===== src/hw/rtl/kocl_pkg.sv =====
// Shared types, codes and defaults for the K-of-N event confirmation latch.
`default_nettype none

package kocl_pkg;

    // Field widths
    localparam int SCORE_W  = 16;
    localparam int VOTE_W   = 6;
    localparam int MS_W     = 16;
    localparam int PHASE_W  = 17;
    localparam int MODE_W   = 2;
    localparam int CFG_IDX_W = 8;
    localparam int CFG_DATA_W = 16;

    // Default vote window length
    localparam int VOTE_WINDOW_DEF = 5;

    // Item kinds
    localparam logic [MODE_W-1:0] MODE_FRAME      = 2'd0;
    localparam logic [MODE_W-1:0] MODE_TICK       = 2'd1;
    localparam logic [MODE_W-1:0] MODE_INVALIDATE = 2'd2;

    // Register indexes
    localparam logic [CFG_IDX_W-1:0] REG_SCORE_THRESHOLD = 8'd0;
    localparam logic [CFG_IDX_W-1:0] REG_VOTES_NEEDED    = 8'd1;
    localparam logic [CFG_IDX_W-1:0] REG_LATCH_LENGTH    = 8'd2;
    localparam logic [CFG_IDX_W-1:0] REG_BLINK_HALF      = 8'd3;

    // Register reset values
    localparam logic signed [SCORE_W-1:0] THRESHOLD_RST = 16'sd128;
    localparam logic [VOTE_W-1:0]         VOTES_RST     = 6'd3;
    localparam logic [MS_W-1:0]           LATCH_RST     = 16'd5000;
    localparam logic [MS_W-1:0]           BLINK_RST     = 16'd250;

    // Push control into the vote ring; the clear travels on its own port
    typedef struct packed {
        logic push;
        logic flag;
    } vote_ctrl_t;

    // Status out of the vote ring, as it stands after this item's push
    typedef struct packed {
        logic [VOTE_W-1:0] count_next;
        logic              full_next;
    } vote_stat_t;

endpackage

`default_nettype wire


===== src/hw/rtl/kocl_vote_ring.sv =====
// Vote ring with running count, write position and saturating fill count.
`default_nettype none

module kocl_vote_ring #(
    parameter int VOTE_WINDOW = kocl_pkg::VOTE_WINDOW_DEF
) (
    input  wire                logic aclk,
    input  wire                logic aresetn,
    input  wire                logic clear,
    input  wire kocl_pkg::vote_ctrl_t ctrl,
    output kocl_pkg::vote_stat_t    stat
);

    localparam int PW = (VOTE_WINDOW > 1) ? $clog2(VOTE_WINDOW) : 1;
    localparam int CW = $clog2(VOTE_WINDOW + 1);
    localparam logic [PW-1:0] POS_LAST = PW'(VOTE_WINDOW - 1);
    localparam logic [CW-1:0] SEEN_MAX = CW'(VOTE_WINDOW);

    logic [VOTE_WINDOW-1:0] ring_reg, ring_next;
    logic [PW-1:0]          pos_reg, pos_next;
    logic [CW-1:0]          seen_reg, seen_next;
    logic [CW-1:0]          count_reg, count_next;

    // Swap the oldest vote for the new one and advance the position
    always_comb begin
        ring_next  = ring_reg;
        pos_next   = pos_reg;
        seen_next  = seen_reg;
        count_next = count_reg;
        if (ctrl.push) begin
            count_next    = count_reg - CW'(ring_reg[pos_reg]) + CW'(ctrl.flag);
            ring_next[pos_reg] = ctrl.flag;
            pos_next      = (pos_reg == POS_LAST) ? '0 : pos_reg + PW'(1);
            if (seen_reg != SEEN_MAX) begin
                seen_next = seen_reg + CW'(1);
            end
        end
    end

    assign stat.count_next = kocl_pkg::VOTE_W'(count_next);
    assign stat.full_next  = (seen_next == SEEN_MAX);

    // Hold the ring; a clear wins over the push
    always_ff @(posedge aclk) begin
        if (!aresetn || clear) begin
            ring_reg  <= '0;
            pos_reg   <= '0;
            seen_reg  <= '0;
            count_reg <= '0;
        end else begin
            ring_reg  <= ring_next;
            pos_reg   <= pos_next;
            seen_reg  <= seen_next;
            count_reg <= count_next;
        end
    end

endmodule

`default_nettype wire


===== src/hw/rtl/k_of_n_event_confirm_latch_core.sv =====
// Top level: frame voting, K-of-N confirmation, alarm latch and LED blink.
// The result of an accepted item is registered in the result register or, if that waits, in the skid entry.
// Throughput: one item per cycle while s_tready is high; all state updates in the accept cycle.
// A two-entry output stage (result register plus skid) lets items be taken
// while a finished result waits; s_tready drops only when both are full.
// Reset (aresetn low, synchronous) clears votes, latch, blink phase and
// output valids, and loads the register defaults.
`default_nettype none

module k_of_n_event_confirm_latch_core #(
    parameter int VOTE_WINDOW = kocl_pkg::VOTE_WINDOW_DEF
) (
    input  wire logic        aclk,
    input  wire logic        aresetn,
    // configuration write channel
    input  wire logic        cfg_valid,
    output      logic        cfg_ready,
    input  wire logic [7:0]  cfg_index,
    input  wire logic [15:0] cfg_data,
    // input items
    input  wire logic        s_tvalid,
    output      logic        s_tready,
    input  wire logic [15:0] s_tdata,  // [15:0] event_score
    input  wire logic [2:0]  s_tuser,  // [1:0] mode, [2] window_full
    // result items
    output      logic        m_tvalid,
    input  wire logic        m_tready,
    output      logic [15:0] m_tdata   // [0] frame_flag, [6:1] vote_total,
                                       // [7] confirmed, [8] alarm_active,
                                       // [9] led_on, [15:10] zero
);

    localparam int RES_W = 10;

    // Configuration registers
    logic signed [kocl_pkg::SCORE_W-1:0] threshold_reg;
    logic [kocl_pkg::VOTE_W-1:0]         votes_needed_reg;
    logic [kocl_pkg::MS_W-1:0]           latch_len_reg;
    logic [kocl_pkg::MS_W-1:0]           blink_half_reg;

    // Latch state
    logic [kocl_pkg::MS_W-1:0]    latch_rem_reg, latch_rem_next;
    logic [kocl_pkg::PHASE_W-1:0] phase_reg, phase_next;

    // Output stage
    logic             main_valid_reg, skid_valid_reg;
    logic [RES_W-1:0] main_data_reg, skid_data_reg;

    logic                          accept, pop;
    logic [kocl_pkg::MODE_W-1:0]   mode;
    logic                          win_ready;
    logic signed [kocl_pkg::SCORE_W-1:0] score;
    logic                          is_frame, is_tick, is_inval;
    logic                          flag, confirm, ring_clear;
    logic [kocl_pkg::PHASE_W:0]    full_period, phase_inc;
    logic                          active_next, led_next;
    logic [kocl_pkg::VOTE_W-1:0]   votes_out;
    logic [RES_W-1:0]              result;
    kocl_pkg::vote_ctrl_t          vctrl;
    kocl_pkg::vote_stat_t          vstat;

    assign cfg_ready = 1'b1;

    // Take register writes; ignore indexes beyond the list
    always_ff @(posedge aclk) begin
        if (!aresetn) begin
            threshold_reg    <= kocl_pkg::THRESHOLD_RST;
            votes_needed_reg <= kocl_pkg::VOTES_RST;
            latch_len_reg    <= kocl_pkg::LATCH_RST;
            blink_half_reg   <= kocl_pkg::BLINK_RST;
        end else if (cfg_valid && cfg_ready) begin
            unique case (cfg_index)
                kocl_pkg::REG_SCORE_THRESHOLD: threshold_reg <= cfg_data;
                kocl_pkg::REG_VOTES_NEEDED:
                    votes_needed_reg <= cfg_data[kocl_pkg::VOTE_W-1:0];
                kocl_pkg::REG_LATCH_LENGTH: latch_len_reg <= cfg_data;
                kocl_pkg::REG_BLINK_HALF:   blink_half_reg <= cfg_data;
                default: ;
            endcase
        end
    end

    // Unpack the item and decode its kind
    assign accept    = s_tvalid && s_tready;
    assign pop       = main_valid_reg && m_tready;
    assign mode      = s_tuser[1:0];
    assign win_ready = s_tuser[2];
    assign score     = s_tdata;

    always_comb begin
        is_frame = 1'b0;
        is_tick  = 1'b0;
        is_inval = 1'b0;
        unique case (mode)
            kocl_pkg::MODE_FRAME:      is_frame = 1'b1;
            kocl_pkg::MODE_TICK:       is_tick  = 1'b1;
            kocl_pkg::MODE_INVALIDATE: is_inval = 1'b1;
            default: ;
        endcase
    end

    // Vote and confirm
    assign flag = accept && is_frame && win_ready && (score >= threshold_reg);

    assign vctrl.push  = accept && is_frame && win_ready;
    assign vctrl.flag  = flag;
    assign ring_clear  = confirm || (accept && is_inval);

    assign confirm = vctrl.push && vstat.full_next &&
                     (vstat.count_next >= votes_needed_reg);

    kocl_vote_ring #(
        .VOTE_WINDOW(VOTE_WINDOW)
    ) u_ring (
        .aclk    (aclk),
        .aresetn (aresetn),
        .clear   (ring_clear),
        .ctrl    (vctrl),
        .stat    (vstat)
    );

    // Count the latch down on ticks and run the blink phase
    assign full_period = {1'b0, blink_half_reg, 1'b0};
    assign phase_inc   = {1'b0, phase_reg} + 18'd1;

    always_comb begin
        latch_rem_next = latch_rem_reg;
        phase_next     = phase_reg;
        if (confirm) begin
            latch_rem_next = latch_len_reg;
            phase_next     = '0;
        end else if (accept && is_tick && (latch_rem_reg != '0)) begin
            latch_rem_next = latch_rem_reg - kocl_pkg::MS_W'(1);
            phase_next     = (phase_inc >= full_period) ? '0
                                                        : phase_inc[kocl_pkg::PHASE_W-1:0];
        end
    end

    always_ff @(posedge aclk) begin
        if (!aresetn) begin
            latch_rem_reg <= '0;
            phase_reg     <= '0;
        end else begin
            latch_rem_reg <= latch_rem_next;
            phase_reg     <= phase_next;
        end
    end

    // Build the result from the state after this item; a clear empties the ring
    assign active_next = (latch_rem_next != '0);
    assign led_next    = active_next &&
                         (phase_next < {1'b0, blink_half_reg});
    assign votes_out   = ring_clear ? '0 : vstat.count_next;
    assign result = {led_next, active_next, confirm, votes_out, flag};

    // Output register with skid entry; order kept main first
    assign s_tready = !skid_valid_reg;

    always_ff @(posedge aclk) begin
        if (!aresetn) begin
            main_valid_reg <= 1'b0;
            skid_valid_reg <= 1'b0;
        end else if (skid_valid_reg) begin
            if (pop) begin
                skid_valid_reg <= 1'b0;
            end
        end else if (accept) begin
            if (main_valid_reg && !pop) begin
                skid_valid_reg <= 1'b1;
            end else begin
                main_valid_reg <= 1'b1;
            end
        end else if (pop) begin
            main_valid_reg <= 1'b0;
        end
    end

    always_ff @(posedge aclk) begin
        if (skid_valid_reg) begin
            if (pop) begin
                main_data_reg <= skid_data_reg;
            end
        end else if (accept) begin
            if (main_valid_reg && !pop) begin
                skid_data_reg <= result;
            end else begin
                main_data_reg <= result;
            end
        end
    end

    assign m_tvalid = main_valid_reg;
    assign m_tdata  = {6'd0, main_data_reg};

    // Skid entry is only ever used behind a full result register
    a_skid_behind_main: assert property (@(posedge aclk) disable iff (!aresetn)
        skid_valid_reg |-> main_valid_reg)
        else $error("skid entry valid with empty result register");

    // A confirmation leaves the ring empty
    a_confirm_clears: assert property (@(posedge aclk) disable iff (!aresetn)
        (m_tvalid && m_tdata[7]) |-> (m_tdata[6:1] == 6'd0))
        else $error("confirmed result with nonzero vote total");

    // LED lights only while the alarm runs
    a_led_in_alarm: assert property (@(posedge aclk) disable iff (!aresetn)
        (m_tvalid && m_tdata[9]) |-> m_tdata[8])
        else $error("LED on without active alarm");

    // A confirm restarts the latch with the programmed length
    a_latch_load: assert property (@(posedge aclk) disable iff (!aresetn)
        confirm |=> (latch_rem_reg == $past(latch_len_reg)) && (phase_reg == '0))
        else $error("latch not reloaded on confirmation");

endmodule

`default_nettype wire


===== config.mk =====
export PLATFORM = sky130hd
export DESIGN_NAME = k_of_n_event_confirm_latch_core
export DESIGN_NICKNAME = d
export VERILOG_FILES = /design/src/hw/rtl/kocl_pkg.sv /design/src/hw/rtl/kocl_vote_ring.sv /design/src/hw/rtl/k_of_n_event_confirm_latch_core.sv
export SDC_FILE = /design/constraint.sdc
export NUM_CORES = 1
export LEC_CHECK = 0
export BUFFER_PORTS_ARGS = -buffer_cell sky130_fd_sc_hd__buf_2
export CORE_MARGIN = 2
export CORE_UTILIZATION = 65
export CTS_CLUSTER_DIAMETER = 80
export DETAILED_ROUTE_END_ITERATION = 12
export GPL_ROUTABILITY_DRIVEN = 0
export PLACE_DENSITY = 0.88
export SYNTH_ARGS = -nofsm -noshare
export SYNTH_HDL_FRONTEND = slang
export SYNTH_HIERARCHICAL = 1
export SYNTH_SLANG_ARGS = --single-unit

===== constraint.sdc =====
create_clock -name aclk -period 11.68 [get_ports aclk]
set_clock_uncertainty 0.1 [all_clocks]
set_input_delay 0.584 -clock aclk [delete_from_list [all_inputs] [get_ports aclk]]
set_output_delay 0.584 -clock aclk [all_outputs]
set_load 0.005 [all_outputs]

==> flow_summary.yaml <==
status:
  outcome: "finished clean"
cts:
  post_cts_resized: 0
  insertion_delay_ns: 0.54
  cts_hold_buf: 0
  post_cts_buffers: 0
  cts.path.max_buffers: 2
  cts_tree: "yes"
  ctsRootBufferMaster: "clkbuf_8"
  h-tree-depth: 4
  path_clk_slew_ns: 0.07
  cts.sinks: 123
  numCtsBuffers: 17
timing:
  post-route-period-util: 0.641
  setup_viol: 0
  period_needed_ns: 7.48
  setup-tns-final_ns: 0
  maxSlewViolCount: 0
  finalHoldViolations: 0
  relSlewSlack: 0.258
  worst_pin_slew_ns: 1.11
  fmax_ghz: 0.134
  holdWs_ns: 0.171
  worst_slack_ns: 4.20
  rsz0062_at_grt: "false"
floorplan:
  die_y_um: 109
  initial_utilization: 0.665
  die_w_um: 109
  core_um2: 10800
  ios: 67
  die_area_um2: 11900
  num_rows: 38
min_path:
  hold_path_class: "in -> reg"
  hold_depth: 2
  hold_end: "skid_valid_reg"
  min_from: "m_tready"
drt:
  ant_nets: 0
  via_per_inst: 6.18
  vias: 6502
  wl_um: 18000
  drc: 0
  avgRoutedWirePerCell_um: 17.1
  drtIter0Drc: 557
  drtPass1Iterations: 5
placement:
  hpwl_um: 12700
  dp_slack_ns: 4.04
  io_buffers: 59
yosys:
  ys.flop_type: "dfxtp_1"
  async_flop_share: 0
  yosysWarnings: 6
  synth_edf_count: 20
  synthCells: 857
  ys_types: 84
  seq_area_frac_synth: 0.369
  synth_area_per_cell_um2: 8.41
  synth_area_um2: 7210
  ys_seq_elements: 123
worst_setup_path:
  reg2reg_to: "main_data_reg[9]"
  critPathSlowestCell: "a21oi_1"
  critPathMaxStageDelay_ns: 0.58
  cp-end-kind: "register"
  reg2reg_depth: 28
  reg2reg_from: "threshold_reg[9]"
  crit_fanout: 27
  required_ns: 11.98
  rrSetupSlack_ns: 4.20
  worst_path_most_repeated_cell: "ha_1"
  cp_data_arrival_time_ns: 7.78
  critical_path_class: "reg -> reg"
  startpoint_type: "register"
power_and_ir_drop:
  power.density_nw_per_um2: 154
  cellLeakagePower_nw: 3.42
  vdd_drop_max_uv: 123
  finalPower_mw: 1.24
cells_and_area:
  final_net_count: 1009
  postLayoutCoreUtil: 0.745
  drive_gt1_frac: 0.134
  nFillCells: 798
  syn_to_final_growth_pct: 12.1
  n_antenna_cell: 0
  largest_register_ffs: 17
global_route:
  antenna_found_initial: 0
  gr-total-overflow: 0
  grt_pass1_wl_um: 29100
  grt_usage: 0.317
  grt_pass1_vias: 6008
  grt_max_degree: 32
flow_run:
  max-cap-violations: 0
## report_power, final
part           internal, mW  switching [mW]  total [mW]
clock network         0.304           0.217       0.520
registers             0.462          0.0146       0.477
logic                 0.111           0.135       0.246
total                 0.877           0.367        1.24
## cell usage in the layout, fill, tap and decap left out, types with 8 or more instances in the layout
master,Yosys,routed
nand2_1,132,132
dfxtp_1,103,103
a21oi_1,77,77
nor2_1,68,68
ha_1,61,61
buf_2,6,59
inv_1,56,56
nand3_1,29,29
o21ai_0,20,20
edfxtp_1,20,20
xnor2_1,19,19
mux2i_1,18,18
clkbuf_16,0,17
and2_1,14,14
a21o_1,13,13
nand4_1,12,12
nor3_1,12,12
o211ai_1,12,12
nor2b_1,11,11
and3_1,10,10
conb_1,3,10
xor2_1,9,9
nor4_1,8,8
a211oi_1,8,8
## layout make-up
cell class / count / area, µm² / share of cell area
clock inverter: 14 / 146 / 0.0181
tap: 140 / 175 / 0.0217
sequential: 123 / 2660 / 0.330
inverter: 58 / 223 / 0.0276
timing repair buffer: 62 / 318 / 0.0393
multi-input combinational: 637 / 4120 / 0.509
clock buffer: 18 / 439 / 0.0544
## cells by family (layout without fill, tap and decap cells)
logic type / count (synthesis) / count (layout) / synth area share
other: 3 / 10 / 0.00156
adder cells (fa/ha/maj): 62 / 62 / 0.109
buffers and inverters: 104 / 152 / 0.0634
flip-flops: 123 / 123 / 0.369
XOR/XNOR: 28 / 28 / 0.0340
AND/OR/NAND/NOR: 344 / 344 / 0.241
AO/OA/AOI/OAI: 167 / 167 / 0.144
multiplexers: 26 / 26 / 0.0380
## cell usage after synthesis (2+ instances only)
| cell | instances | area share |
|---|---|---|
| a211oi_1 | 8 | 0.0083 |
| a21o_1 | 13 | 0.014 |
| a21oi_1 | 77 | 0.053 |
| a22oi_1 | 6 | 0.0062 |
| a311oi_1 | 4 | 0.0049 |
| and2_1 | 14 | 0.012 |
| and3_1 | 10 | 0.0087 |
| and4_1 | 5 | 0.0061 |
| buf_1 | 3 | 0.0016 |
| buf_2 | 6 | 0.0042 |
| buf_4 | 10 | 0.010 |
| buf_6 | 2 | 0.0031 |
| clkbuf_1 | 24 | 0.012 |
| conb_1 | 3 | 0.0016 |
| dfxtp_1 | 103 | 0.29 |
| edfxtp_1 | 20 | 0.083 |
| ha_1 | 61 | 0.11 |
| inv_1 | 56 | 0.029 |
| mux2_2 | 7 | 0.011 |
| mux2i_1 | 18 | 0.025 |
| nand2_1 | 132 | 0.069 |
| nand2b_1 | 7 | 0.0061 |
| nand3_1 | 29 | 0.020 |
| nand3b_1 | 3 | 0.0031 |
| nand4_1 | 12 | 0.010 |
| nor2_1 | 68 | 0.035 |
| nor2b_1 | 11 | 0.0095 |
| nor3_1 | 12 | 0.0083 |
| nor4_1 | 8 | 0.0069 |
| nor4bb_1 | 3 | 0.0042 |
| o211ai_1 | 12 | 0.012 |
| o21a_1 | 3 | 0.0031 |
| o21ai_0 | 20 | 0.014 |
| o31a_1 | 2 | 0.0024 |
| o31ai_1 | 4 | 0.0042 |
| or2_2 | 3 | 0.0026 |
| or3_1 | 3 | 0.0026 |
| or4_1 | 2 | 0.0021 |
| or4_4 | 2 | 0.0031 |
| xnor2_1 | 19 | 0.023 |
| xor2_1 | 9 | 0.011 |
## routing by layer
layer  wire length, µm  vias to the layer above  track usage
met1              7540                     3062        0.403
met5                 0                        -            0
li1                  -                     3067            -
met2              8500                      322        0.528
met4               541                        0        0.137
met3              1400                       51       0.0581
## critical path: cells and delay by family (launching register included)
| kind | cells | cell delay, ns |
|---|---|---|
| compound gates | 14 | 3.69 |
| simple gates | 6 | 1.20 |
| flops | 1 | 0.33 |
| mux | 1 | 0.13 |
| fa+ha+maj | 5 | 1.57 |
| buf+inv | 2 | 0.30 |
## metrics by stage
stage / cell area [µm²] / std cells
after floorplan: 7230 / 864
after CTS: 8080 / 1052
final: 8080 / 1052
after detailed placement: 7490 / 1020
after global routing: 8080 / 1052
after global placement: 7490 / 1020
## worst max path at each step
stage	from	endpoint	slack [ns]	cells after the start
after floorplan	s_tdata[9]	main_data_reg[9]	4.92	31
after global placement	s_tdata[9]	main_data_reg[9]	4.27	28
after detailed placement	s_tdata[9]	main_data_reg[9]	4.04	28
after CTS	threshold_reg[9]	main_data_reg[9]	4.33	28
after global routing	threshold_reg[9]	main_data_reg[9]	3.68	28
final	threshold_reg[9]	main_data_reg[9]	4.20	28
Note: power is estimated with default switching activity, not from simulation.
